File: src/rtl/kasa_pkg.sv
// shared types and constants for the keyed atlas shelf allocator
package kasa_pkg;

    localparam int SLOTS_DEF     = 64;
    localparam int ATLAS_DIM_DEF = 2048;

    localparam int KEY_W    = 32;
    localparam int DIM_W    = 12;
    localparam int STATUS_W = 3;
    localparam int SLOT_W   = 6;
    localparam int POS_W    = 2 * DIM_W;

    // result status codes
    typedef enum logic [STATUS_W-1:0] {
        ST_HIT       = 3'd0,
        ST_PLACED    = 3'd1,
        ST_NO_SLOT   = 3'd2,
        ST_TOO_LARGE = 3'd3,
        ST_FULL      = 3'd4,
        ST_FORGOTTEN = 3'd5,
        ST_ABSENT    = 3'd6
    } status_t;

    // commands from controller to datapath
    typedef struct packed {
        logic    load;
        logic    scan;
        logic    pos_rd;
        logic    wrap;
        logic    fit;
        logic    emit;
        status_t code;
    } cmd_t;

    // status from datapath to controller
    typedef struct packed {
        logic scan_done;
        logic forget;
        logic found;
        logic free_found;
        logic too_large;
        logic fits;
        logic out_free;
    } sts_t;

endpackage

File: src/rtl/kasa_ctrl.sv
// controller state machine: sequences scan, hit readback and shelf placement
module kasa_ctrl (
    input  logic          aclk,
    input  logic          aresetn,
    input  logic          s_valid,
    output logic          s_ready,
    input  kasa_pkg::sts_t sts,
    output kasa_pkg::cmd_t cmd
);
    import kasa_pkg::*;

    typedef enum logic [2:0] {
        IDLE,
        SCAN,
        DECIDE,
        POS,
        HIT_OUT,
        WRAP,
        FIT
    } state_t;

    state_t state_reg;
    state_t state_next;

    // next state and commands
    always_comb begin
        state_next = state_reg;
        cmd        = '0;
        cmd.code   = ST_HIT;
        s_ready    = 1'b0;
        case (state_reg)
            IDLE: begin
                s_ready = 1'b1;
                if (s_valid) begin
                    cmd.load   = 1'b1;
                    state_next = SCAN;
                end
            end
            SCAN: begin
                cmd.scan = 1'b1;
                if (sts.scan_done) begin
                    state_next = DECIDE;
                end
            end
            DECIDE: begin
                if (sts.forget) begin
                    if (sts.out_free) begin
                        cmd.emit   = 1'b1;
                        cmd.code   = sts.found ? ST_FORGOTTEN : ST_ABSENT;
                        state_next = IDLE;
                    end
                end else if (sts.found) begin
                    state_next = POS;
                end else if (!sts.free_found || sts.too_large) begin
                    if (sts.out_free) begin
                        cmd.emit   = 1'b1;
                        cmd.code   = !sts.free_found ? ST_NO_SLOT : ST_TOO_LARGE;
                        state_next = IDLE;
                    end
                end else begin
                    state_next = WRAP;
                end
            end
            POS: begin
                cmd.pos_rd = 1'b1;
                state_next = HIT_OUT;
            end
            HIT_OUT: begin
                if (sts.out_free) begin
                    cmd.emit   = 1'b1;
                    cmd.code   = ST_HIT;
                    state_next = IDLE;
                end
            end
            WRAP: begin
                cmd.wrap   = 1'b1;
                state_next = FIT;
            end
            FIT: begin
                if (sts.out_free) begin
                    cmd.fit    = 1'b1;
                    cmd.emit   = 1'b1;
                    cmd.code   = sts.fits ? ST_PLACED : ST_FULL;
                    state_next = IDLE;
                end
            end
            default: begin
                state_next = IDLE;
            end
        endcase
    end

    // state register
    always_ff @(posedge aclk) begin
        if (!aresetn) begin
            state_reg <= IDLE;
        end else begin
            state_reg <= state_next;
        end
    end

endmodule

File: src/rtl/kasa_dp.sv
// datapath: slot table, key scan pipeline, shelf cursor and result register
module kasa_dp #(
    parameter int SLOTS     = kasa_pkg::SLOTS_DEF,
    parameter int ATLAS_DIM = kasa_pkg::ATLAS_DIM_DEF
) (
    input  logic                          aclk,
    input  logic                          aresetn,
    input  logic                          s_kind,
    input  logic [kasa_pkg::KEY_W-1:0]    s_image_key,
    input  logic [kasa_pkg::DIM_W-1:0]    s_rect_width,
    input  logic [kasa_pkg::DIM_W-1:0]    s_rect_height,
    output logic                          m_valid,
    input  logic                          m_ready,
    output logic [kasa_pkg::STATUS_W-1:0] m_status,
    output logic [kasa_pkg::SLOT_W-1:0]   m_slot_index,
    output logic [kasa_pkg::DIM_W-1:0]    m_place_x,
    output logic [kasa_pkg::DIM_W-1:0]    m_place_y,
    input  kasa_pkg::cmd_t                cmd,
    output kasa_pkg::sts_t                sts
);
    import kasa_pkg::*;

    localparam int IW  = $clog2(SLOTS);
    localparam int CTW = $clog2(SLOTS + 1);
    localparam int CW  = $clog2(2 * ATLAS_DIM + 1);
    localparam int SW  = ((CW > DIM_W) ? CW : DIM_W) + 1;

    // slot table
    logic [SLOTS-1:0] used_reg;
    logic [KEY_W-1:0] key_mem [SLOTS];
    logic [POS_W-1:0] pos_mem [SLOTS];

    // request registers
    logic             req_kind_reg;
    logic [KEY_W-1:0] req_key_reg;
    logic [DIM_W-1:0] req_w_reg;
    logic [DIM_W-1:0] req_h_reg;

    // scan pipeline
    logic [CTW-1:0]   idx_reg;
    logic             rd_valid_reg;
    logic [IW-1:0]    rd_idx_reg;
    logic             rd_used_reg;
    logic [KEY_W-1:0] rd_key_reg;
    logic             found_reg;
    logic [IW-1:0]    found_idx_reg;
    logic             free_reg;
    logic [IW-1:0]    free_idx_reg;
    logic [POS_W-1:0] pos_rd_reg;

    // shelf cursor
    logic [CW-1:0] cursor_x_reg;
    logic [CW-1:0] cursor_y_reg;
    logic [CW-1:0] shelf_reg;

    // result register
    logic                m_valid_reg;
    logic [STATUS_W-1:0] m_status_reg;
    logic [SLOT_W-1:0]   m_slot_reg;
    logic [DIM_W-1:0]    m_x_reg;
    logic [DIM_W-1:0]    m_y_reg;

    logic          issue;
    logic [IW-1:0] idx_addr;
    logic          match;
    logic          wrap_need;
    logic          fits;
    logic          too_large;

    assign idx_addr  = idx_reg[IW-1:0];
    assign issue     = (idx_reg < CTW'(SLOTS));
    assign match     = rd_valid_reg && rd_used_reg && (rd_key_reg == req_key_reg);
    assign too_large = (SW'(req_w_reg) > SW'(ATLAS_DIM)) || (SW'(req_h_reg) > SW'(ATLAS_DIM));
    assign wrap_need = (SW'(cursor_x_reg) + SW'(req_w_reg)) > SW'(ATLAS_DIM);
    assign fits      = (SW'(cursor_y_reg) + SW'(req_h_reg)) <= SW'(ATLAS_DIM);

    // status to controller
    always_comb begin
        sts.scan_done  = !issue && !rd_valid_reg;
        sts.forget     = req_kind_reg;
        sts.found      = found_reg;
        sts.free_found = free_reg;
        sts.too_large  = too_large;
        sts.fits       = fits;
        sts.out_free   = !m_valid_reg || m_ready;
    end

    // request capture and payload of the scan stage
    always_ff @(posedge aclk) begin
        if (cmd.load) begin
            req_kind_reg <= s_kind;
            req_key_reg  <= s_image_key;
            req_w_reg    <= s_rect_width;
            req_h_reg    <= s_rect_height;
        end
        if (cmd.scan && issue) begin
            rd_idx_reg  <= idx_addr;
            rd_used_reg <= used_reg[idx_addr];
        end
    end

    // key memory
    always_ff @(posedge aclk) begin
        if (cmd.fit && fits) begin
            key_mem[free_idx_reg] <= req_key_reg;
        end
        if (cmd.scan && issue) begin
            rd_key_reg <= key_mem[idx_addr];
        end
    end

    // position memory
    always_ff @(posedge aclk) begin
        if (cmd.fit && fits) begin
            pos_mem[free_idx_reg] <= {DIM_W'(cursor_y_reg), DIM_W'(cursor_x_reg)};
        end
        if (cmd.pos_rd) begin
            pos_rd_reg <= pos_mem[found_idx_reg];
        end
    end

    // scan control, used bits and cursor
    always_ff @(posedge aclk) begin
        if (!aresetn) begin
            used_reg      <= '0;
            idx_reg       <= CTW'(SLOTS);
            rd_valid_reg  <= 1'b0;
            found_reg     <= 1'b0;
            found_idx_reg <= '0;
            free_reg      <= 1'b0;
            free_idx_reg  <= '0;
            cursor_x_reg  <= '0;
            cursor_y_reg  <= '0;
            shelf_reg     <= '0;
        end else begin
            if (cmd.load) begin
                idx_reg      <= '0;
                rd_valid_reg <= 1'b0;
                found_reg    <= 1'b0;
                free_reg     <= 1'b0;
            end
            if (cmd.scan) begin
                rd_valid_reg <= issue;
                if (issue) begin
                    idx_reg <= idx_reg + 1'b1;
                end
                // first key match; a forget frees every match
                if (match) begin
                    if (req_kind_reg) begin
                        used_reg[rd_idx_reg] <= 1'b0;
                    end
                    if (!found_reg) begin
                        found_reg     <= 1'b1;
                        found_idx_reg <= rd_idx_reg;
                    end
                end
                // lowest free slot
                if (rd_valid_reg && !rd_used_reg && !free_reg) begin
                    free_reg     <= 1'b1;
                    free_idx_reg <= rd_idx_reg;
                end
            end
            // start a new row when the rectangle does not fit this one
            if (cmd.wrap && wrap_need) begin
                cursor_x_reg <= '0;
                cursor_y_reg <= cursor_y_reg + shelf_reg;
                shelf_reg    <= '0;
            end
            // claim the slot and advance the cursor
            if (cmd.fit && fits) begin
                used_reg[free_idx_reg] <= 1'b1;
                cursor_x_reg <= CW'(SW'(cursor_x_reg) + SW'(req_w_reg));
                if (SW'(req_h_reg) > SW'(shelf_reg)) begin
                    shelf_reg <= CW'(req_h_reg);
                end
            end
        end
    end

    // output register
    always_ff @(posedge aclk) begin
        if (!aresetn) begin
            m_valid_reg <= 1'b0;
        end else if (cmd.emit) begin
            m_valid_reg <= 1'b1;
        end else if (m_ready) begin
            m_valid_reg <= 1'b0;
        end
    end

    always_ff @(posedge aclk) begin
        if (cmd.emit) begin
            m_status_reg <= cmd.code;
            case (cmd.code)
                ST_HIT: begin
                    m_slot_reg <= SLOT_W'(found_idx_reg);
                    m_x_reg    <= pos_rd_reg[DIM_W-1:0];
                    m_y_reg    <= pos_rd_reg[POS_W-1:DIM_W];
                end
                ST_PLACED: begin
                    m_slot_reg <= SLOT_W'(free_idx_reg);
                    m_x_reg    <= DIM_W'(cursor_x_reg);
                    m_y_reg    <= DIM_W'(cursor_y_reg);
                end
                ST_FORGOTTEN: begin
                    m_slot_reg <= SLOT_W'(found_idx_reg);
                    m_x_reg    <= '0;
                    m_y_reg    <= '0;
                end
                default: begin
                    m_slot_reg <= '0;
                    m_x_reg    <= '0;
                    m_y_reg    <= '0;
                end
            endcase
        end
    end

    assign m_valid      = m_valid_reg;
    assign m_status     = m_status_reg;
    assign m_slot_index = m_slot_reg;
    assign m_place_x    = m_x_reg;
    assign m_place_y    = m_y_reg;

endmodule

File: src/rtl/keyed_atlas_shelf_allocator.sv
// top level of the keyed atlas shelf allocator
//
// Keeps SLOTS image slots, each a key and a position in an ATLAS_DIM square
// atlas, plus a shelf cursor. A request on the s_ channel is either a lookup
// (s_kind 0) or a forget (s_kind 1); each request gives exactly one result
// on the m_ channel. Both channels are valid/ready.
// A lookup returns the stored position on a key hit; on a miss it claims the
// lowest free slot and places the rectangle on the current shelf, opening a
// new shelf when the row is full. A forget frees every slot with the key.
// Timing: every request walks the whole key memory through its single read
// port, one slot per cycle, and a new request can be taken once its result
// is loaded into the output register.
// One request is in work at a time; s_ready is high while the block is idle.
// The result sits in an output register; a stalled receiver holds it there,
// a next request may still be taken, and its result waits until m_ready.
// Reset (aresetn low, synchronous) frees all slots, clears the cursor and
// drops m_valid; the key and position memories need no clearing.
module keyed_atlas_shelf_allocator #(
    parameter int SLOTS     = kasa_pkg::SLOTS_DEF,
    parameter int ATLAS_DIM = kasa_pkg::ATLAS_DIM_DEF
) (
    input  logic                          aclk,
    input  logic                          aresetn,
    input  logic                          s_valid,
    output logic                          s_ready,
    input  logic                          s_kind,
    input  logic [kasa_pkg::KEY_W-1:0]    s_image_key,
    input  logic [kasa_pkg::DIM_W-1:0]    s_rect_width,
    input  logic [kasa_pkg::DIM_W-1:0]    s_rect_height,
    output logic                          m_valid,
    input  logic                          m_ready,
    output logic [kasa_pkg::STATUS_W-1:0] m_status,
    output logic [kasa_pkg::SLOT_W-1:0]   m_slot_index,
    output logic [kasa_pkg::DIM_W-1:0]    m_place_x,
    output logic [kasa_pkg::DIM_W-1:0]    m_place_y
);
    import kasa_pkg::*;

    cmd_t cmd;
    sts_t sts;

    // controller
    kasa_ctrl u_ctrl (
        .aclk    (aclk),
        .aresetn (aresetn),
        .s_valid (s_valid),
        .s_ready (s_ready),
        .sts     (sts),
        .cmd     (cmd)
    );

    // datapath
    kasa_dp #(
        .SLOTS     (SLOTS),
        .ATLAS_DIM (ATLAS_DIM)
    ) u_dp (
        .aclk          (aclk),
        .aresetn       (aresetn),
        .s_kind        (s_kind),
        .s_image_key   (s_image_key),
        .s_rect_width  (s_rect_width),
        .s_rect_height (s_rect_height),
        .m_valid       (m_valid),
        .m_ready       (m_ready),
        .m_status      (m_status),
        .m_slot_index  (m_slot_index),
        .m_place_x     (m_place_x),
        .m_place_y     (m_place_y),
        .cmd           (cmd),
        .sts           (sts)
    );

    // one request in work at a time
    a_one_request: assert property (@(posedge aclk) disable iff (!aresetn)
        (s_valid && s_ready) |=> !s_ready)
        else $error("request taken while another is in work");

    // results without a slot carry no slot and no position
    a_empty_result: assert property (@(posedge aclk) disable iff (!aresetn)
        (m_valid && (m_status == ST_NO_SLOT || m_status == ST_TOO_LARGE ||
                     m_status == ST_FULL || m_status == ST_ABSENT))
        |-> (m_slot_index == '0 && m_place_x == '0 && m_place_y == '0))
        else $error("slot or position set on a result without a slot");

    // a forget result carries no position
    a_forget_result: assert property (@(posedge aclk) disable iff (!aresetn)
        (m_valid && m_status == ST_FORGOTTEN) |-> (m_place_x == '0 && m_place_y == '0))
        else $error("position set on a forget result");

    // reset drops the result
    a_reset_out: assert property (@(posedge aclk) !aresetn |=> !m_valid)
        else $error("result valid after reset");

endmodule
File: config.mk
export PLATFORM = sky130hd
export DESIGN_NAME = keyed_atlas_shelf_allocator
export DESIGN_NICKNAME = d
export VERILOG_FILES = /design/src/rtl/kasa_pkg.sv /design/src/rtl/kasa_ctrl.sv /design/src/rtl/kasa_dp.sv /design/src/rtl/keyed_atlas_shelf_allocator.sv
export SDC_FILE = /design/constraint.sdc
export NUM_CORES = 2
export LEC_CHECK = 0
export ABC_CLOCK_PERIOD_IN_PS = 25200
export BUFFER_PORTS_ARGS = -buffer_cell sky130_fd_sc_hd__buf_2
export CAP_MARGIN = 0
export CORE_UTILIZATION = 41
export CTS_BUF_LIST = sky130_fd_sc_hd__clkbuf_4 sky130_fd_sc_hd__clkbuf_8
export CTS_CLUSTER_SIZE = 28
export DETAILED_ROUTE_END_ITERATION = 10
export GPL_TIMING_DRIVEN = 0
export PLACE_DENSITY = 0.59
export SETUP_SLACK_MARGIN = 0.02
export SLEW_MARGIN = 20
export SYNTH_ARGS = -nofsm -noshare
export SYNTH_HDL_FRONTEND = slang
export SYNTH_SLANG_ARGS = --single-unit
File: constraint.sdc
create_clock -name aclk -period 25.2 [get_ports aclk]
set_clock_uncertainty 0.15 [all_clocks]
set_input_delay 2.52 -clock aclk [delete_from_list [all_inputs] [get_ports aclk]]
set_output_delay 2.52 -clock aclk [all_outputs]
set_load 0.01 [all_outputs]
### Word-level counts from Yosys, hierarchy flattened

Memory sizes are Yosys's and may differ from the RTL's. A register that Yosys moved wholly into a read port is not among the register bits.
Index checks and enable logic that the tools add are counted.

| word-level totals | value |
|---|---|
| flip-flop bits (word level) | 226 |
| memory bits (writable) | 3584 |
| bits of input ports | 61 |
| output and inout bits | 35 |
| logic and storage cells | 142 |
| memories kept | 2 |

| operators by class | value |
|---|---|
| add/subtract/negate cells | 4 |
| $lt $le $gt $ge | 11 |
| equality and inequality tests | 11 |
| multiplexer cells | 60 |
| bitwise logic cells | 4 |
| reduce and logical (&&, ||, !) cells | 28 |

Memory list:

| name | words | bits a word | rd ports | clocked after memory_dff | write ports | line | RTL |
|---|---|---|---|---|---|---|---|
| u_dp.key_mem | 64 | 32 | 1 | 1 | 1 | kasa_dp.sv:30 | `logic [KEY_W-1:0] key_mem [SLOTS];` |
| u_dp.pos_mem | 64 | 24 | 1 | 1 | 1 | kasa_dp.sv:31 | `logic [POS_W-1:0] pos_mem [SLOTS];` |

Operators by type and width:

| operator | number |
|---|---|
| 64-bit two-way mux | 5 |
| 13-bit two-way mux | 5 |
| 64-bit AND | 1 |
| 64-bit NOT | 1 |
| 64-bit bitwise OR | 1 |
| 12-bit one-hot mux with 2 select lines | 2 |
| 32-bit == test | 1 |
| 13-bit by 12-bit adder with 14-bit output | 2 |
| 12-bit > comparator (second input constant) | 2 |
| 1-bit two-way mux | 24 |
| 4-bit two-way mux | 6 |
| 6-bit by 7-bit < comparator with 1-bit output (second input constant) | 3 |
| 3-bit two-way mux | 7 |
| 7-bit two-way mux | 3 |
| 3-bit one-hot mux with 6 select lines | 1 |
| 14-bit by 12-bit > comparator with 1-bit output (second input constant) | 1 |
| 14-bit by 12-bit <= comparator with 1-bit output (second input constant) | 1 |
| 13-bit adder | 1 |
| 12-bit by 13-bit > comparator with 1-bit output | 1 |
| 1-bit demux with 6-bit select | 2 |
| 3-bit == test (second input constant) | 4 |
| 6-bit by 1-bit >= comparator with 1-bit output (second input constant) | 2 |
| 4-bit one-hot mux with 3 select lines | 1 |
| 6-bit one-hot mux with 2 select lines | 1 |
| other kinds (17) | 40 |

### Logic depth before layout (Yosys ltp)

| depth | value |
|---|---|
| word-level depth | 12 |
| depth in mapped cells | 12 |
| gate-level depth less buffers | 11 |

### Modules after synthesis

From an unflattened synthesis, not the netlist that was laid out.

| unflattened totals | value |
|---|---|
| cell total of the unflattened synthesis | 6249 |
| area total of the unflattened synthesis | 148467.4 um2 |

By module, submodules not included:

| module | times used | cells an instance | area each (um2) | seq. area each (um2) |
|---|---|---|---|---|
| kasa_dp | 1 | 6199 | 148114.6 | 114740.0 |
| kasa_ctrl | 1 | 50 | 352.8 | 60.1 |

### Worst setup path before layout

OpenSTA, ideal clock, no wires.

| path | value |
|---|---|
| kind | input port to flip-flop |
| start | in m_ready |
| end | mem u_dp.key_mem[22][0], enable pin |
| setup time | 0.608 ns |
| arrival time | 9.000 ns |
| required time | 24.442 ns |
| setup slack | 15.442 ns |
| cell stages on the path | 5 |
| path buffers | 1 |
| cells stage by stage | nor2b_1 nor3_1 nand2_2 clkbuf_1 nor4_1 |

| between the ends | value |
|---|---|
| cells in the longest elaborated chain, start to end | 6 |

Ends and longest elaborated chain:

| element | line | RTL |
|---|---|---|
| start: declaration | keyed_atlas_shelf_allocator.sv:31 | `input logic m_ready,` |
| 1-bit logical OR | kasa_dp.sv:85 | `sts.out_free = !m_valid_reg \|\| m_ready;` |
| 5-bit two-way mux | kasa_ctrl.sv:80 | `if (sts.out_free) begin` |
| 1-bit two-way mux | kasa_ctrl.sv:31 | `case (state_reg)` |
| 1-bit logical AND | kasa_dp.sv:104 | `if (cmd.fit && fits) begin` |
| 1-bit two-way mux | kasa_dp.sv:104 |  |
| 1-bit two-way mux (implied by the code) | kasa_dp.sv:105 | `key_mem[free_idx_reg] <= req_key_reg;` |
| end: declaration | kasa_dp.sv:30 |  |

Every way passes these cells.

### Final worst setup path

| path | value |
|---|---|
| start | reg u_dp.cursor_y_reg[0] |
| end | mem u_dp.key_mem[27][17], enable pin |

| between the ends | value |
|---|---|
| cells in the longest elaborated chain, start to end | 5 |

Ends and longest elaborated chain:

| element | line | RTL |
|---|---|---|
| start: declaration | kasa_dp.sv:53 | `logic [CW-1:0] cursor_y_reg;` |
| start signal: assignment | kasa_dp.sv:166 | `cursor_y_reg <= cursor_y_reg + shelf_reg;` |
| 13-bit by 12-bit adder with 14-bit output | kasa_dp.sv:75 | `assign fits = (SW'(cursor_y_reg) + SW'(req_h_reg)) <= SW'(ATLAS_DIM);` |
| 14-bit by 12-bit <= comparator with 1-bit output | kasa_dp.sv:75 |  |
| 1-bit logical AND | kasa_dp.sv:104 |  |
| 1-bit two-way mux | kasa_dp.sv:104 |  |
| 1-bit two-way mux (implied by the code) | kasa_dp.sv:105 |  |

Every way passes these cells.

==> results.yml <==
run_status:
  status: "complete, no violations"
sta:
  hold_violations: 0
  worstMarginPinSlew_ns: 1.244
  slew_headroom_pct: 17.03
  tns_ns: 0
  setup_violations: 0
  fmax_ghz: 0.1514
  fin_ws_ns: 18.59
  rsz0062_at_grt: "no"
  period_share_pct: 26.22
  finalCriticalPeriod_ns: 6.607
  slew_violations: 0
hold_path:
  holdPathEnd: "u_dp.rd_idx_reg[4]"
  holdPathStages: 0
  hold_start: "u_dp.idx_reg[4]"
  hold_class: "flop to flop"
clock_network:
  ctsResizeCount: 0
  cts-root-buf: "clkbuf_8"
  cts_max_level: 6
  cts_buffers: 602
  clock_sinks: 3866
  path_clk_slew_ns: 0.06
  post-cts-setup-buffers: 0
  clkLatencyLatePin_ns: 1.06
  cts_tree: "done"
  hold_buffers: 0
  clock_path_buffers: 4
global_route:
  grt.total_usage_pct: 22.80
  overflow: 0
  grt_pass1_wl_mm: 587.8
  grt_max_degree: 68
  grt_pass1_vias: 77720
  antenna_found_initial: 47
logic_synthesis:
  yosys.area_share.simple_pct: 1.331
  synth_top_family_by_area: "multiplexers"
  synth_area_leaders: "edfxtp_1 (75%), mux4_2 (18%), dfxtp_1 (1.7%), clkbuf_1 (0.59%), ha_1 (0.41%)"
  ys_ff_latch: 3866
  synthCells: 6271
  async_reset_ff_share_pct: 0
  synth_top_area_cell: "edfxtp_1"
  synth_mux_area_share_pct: 18.20
  synth_area_um2: 149000
  synth_ff_type: "edfxtp_1"
  yosys_warnings: 0
  synth_edf_count: 3737
  synth_nets: 6384
  synth-compound-area-share_pct: 1.654
  synth_fa_ha_area_share_pct: 0.4518
  yosysTopAreaCellShare_pct: 75.32
  ys_seq_area_share_pct: 77.05
  netlist-cell-type-count: 85
  synth_xor_area_share_pct: 0.2763
  syn_area_per_cell_um2: 23.76
worst_setup_path:
  r2r_end: "u_dp.key_mem[27][17]"
  r2r.worst_path.cells: 17
  crit_slowest_cell: "nor4_2"
  r2r_slack_ns: 18.59
  critPathCaptureType: "flop"
  criticalPathCategory: "flop to flop"
  cpMostUsedCell: "buf_2"
  worstPathRequired_ns: 25.78
  reg2reg_from: "u_dp.cursor_y_reg[0]"
  path_cells: "ha_1 -> fa_1 -> nor2_1 -> nand4_1 -> or4_1 -> nor4_2 -> o2111ai_1 -> a22oi_4 -> nand2_2 -> clkbuf_1 -> nor4_2 -> buf_2 -> buf_2 -> buf_2 -> buf_2 -> buf_2 -> buf_2"
  crit_path_start_kind: "flop"
  critPathMaxFanout: 20
  cp_slowest_stage_delay_ns: 0.94
  crit_arrival_ns: 7.19
drt:
  ant_nets: 0
  drt_iter0_drc: 9864
  vias: 76730
  drt_pass1_iterations: 6
  drc_errors: 0
  drt-total-wl_mm: 419.9
  wl_per_cell_um: 31.87
  avgViaCountPerCell: 5.824
layout:
  drive_gt1_share_pct: 40.96
  final.fill_count: 28940
  nNetsFinal: 8061
  multi_input_area_um2: 33100
  areaGrowthSynthToFinish_pct: 17.19
  fin_util_pct: 48.46
  final_common_cell: "edfxtp_1"
  seq_area_um2: 114900
  largest_reg_flops: 2048
  final_cell_mix: "edfxtp_1 (3,737), mux4_2 (1,197), buf_2 (791)"
power_and_ir_drop:
  peakVddDrop_v: 0.00004322
  p_leak_uw: 0.05589
  pwr_density_cell_nw_per_um2: 71.70
job:
  cap_violations: 0
floorplanning:
  die_area_um2: 365800
  fp.dieH_um: 604.8
  io_pins: 96
  rows: 220
  initial_utilization_pct: 41.35
  die_x_um: 604.8
  core_area_um2: 360300
placed_design:
  port-buffer-count: 95
  gp_congestion: 0.8524
  dp_slack_ns: 18.00
  place_hpwl_mm: 302.6
==> cell usage after synthesis, types with 4 or more instances <==
cell type / instances
a21o_1: 7
and3_1: 5
a31oi_1: 4
or3_1: 6
nand4_1: 21
and2_1: 4
mux2i_1: 16
o2bb2ai_1: 5
inv_1: 44
nand3b_1: 12
nor3_1: 20
nor2b_1: 17
xor2_1: 5
buf_1: 106
xnor2_1: 42
edfxtp_1: 3737
clkbuf_1: 234
buf_2: 9
ha_1: 49
a21oi_1: 38
o31ai_1: 63
nor2_1: 60
a22o_1: 34
o32ai_1: 12
nand2b_1: 15
o211ai_1: 62
nand3_1: 38
nor4_1: 74
nand2_1: 54
o21bai_1: 5
o21ai_0: 43
a211o_1: 5
a211oi_1: 7
dfxtp_1: 129
or2_2: 11
o21a_1: 11
mux4_2: 1197
==> stage by stage <==
step | cell area (µm²) | power [µW] | hold slack [ns] | cells
after floorplan | 149000 | 7379 | 0.2564 | 6271
after CTS | 174500 | 12610 | 0.2623 | 13160
after detailed placement | 163000 | 7548 | 0.2719 | 12120
after global routing | 174600 | 12880 | 0.2714 | 13170
final | 174600 | 12520 | 0.2770 | 13170
after global placement | 155400 | 7506 | 0.2662 | 11140
==> power breakdown <==
part / internal [µW] / total [µW] / switching, µW / leakage [µW]
clock network: 2720 / 5110 / 2390 / 0.00607
logic: 125 / 330 / 205 / 0.0150
registers: 7050 / 7080 / 30.0 / 0.0348
total: 9900 / 12500 / 2620 / 0.0559
==> kinds of logic (layout without fill, tap and decap cells) <==
kind of cell / Yosys count / in the layout
other cells: 0 / 9
simple gates: 362 / 362
compound gates: 332 / 332
fa+ha+maj: 52 / 52
buf+inv: 399 / 2520
mux: 1213 / 1213
xor+xnor: 47 / 47
flops: 3866 / 3866
==> per-layer routing <==
metal / track usage [%] / vias to the layer above / share of wire (%)
met1: 31.84 / 41540 / 40
met5: 0 / - / 0.013
met3: 4.157 / 622 / 8.7
met4: 6.188 / 8 / 2.8
met2: 37.00 / 3861 / 48
li1: - / 30700 / -
==> how the worst max path moves through the flow <==
stage / endpoint / from / slack (ns)
final: u_dp.key_mem[27][17] / u_dp.cursor_y_reg[0] / 18.59
after global routing: u_dp.key_mem[27][16] / u_dp.cursor_y_reg[0] / 18.54
after CTS: u_dp.key_mem[27][15] / u_dp.cursor_y_reg[0] / 18.73
after detailed placement: u_dp.key_mem[27][15] / m_ready / 18.00
after global placement: u_dp.key_mem[61][18] / u_dp.cursor_y_reg[0] / 4.55
after floorplan: u_dp.key_mem[22][0] / m_ready / 15.44
==> worst max-delay path: cells and delay by family, from the launching register on <==
family          cells  cell delay [ns]
fa+ha+maj           2             0.70
buf+inv             7             2.09
simple gates        6             2.06
flops               1             0.54
compound gates      2             0.71
==> area by class of cell <==
class                   count  share of cell area, %
repair buffers           1073                  4.282
well taps                4773                  3.420
diodes                      9                0.01290
flip-flops and latches   3866                  65.80
clock inverters           200                 0.6693
plain buffers             354                 0.8571
inverters                  45                0.09818
multi-input cells        2006                  18.96
clock buffers             848                  5.900
Note: power is estimated with default switching activity, not from simulation.
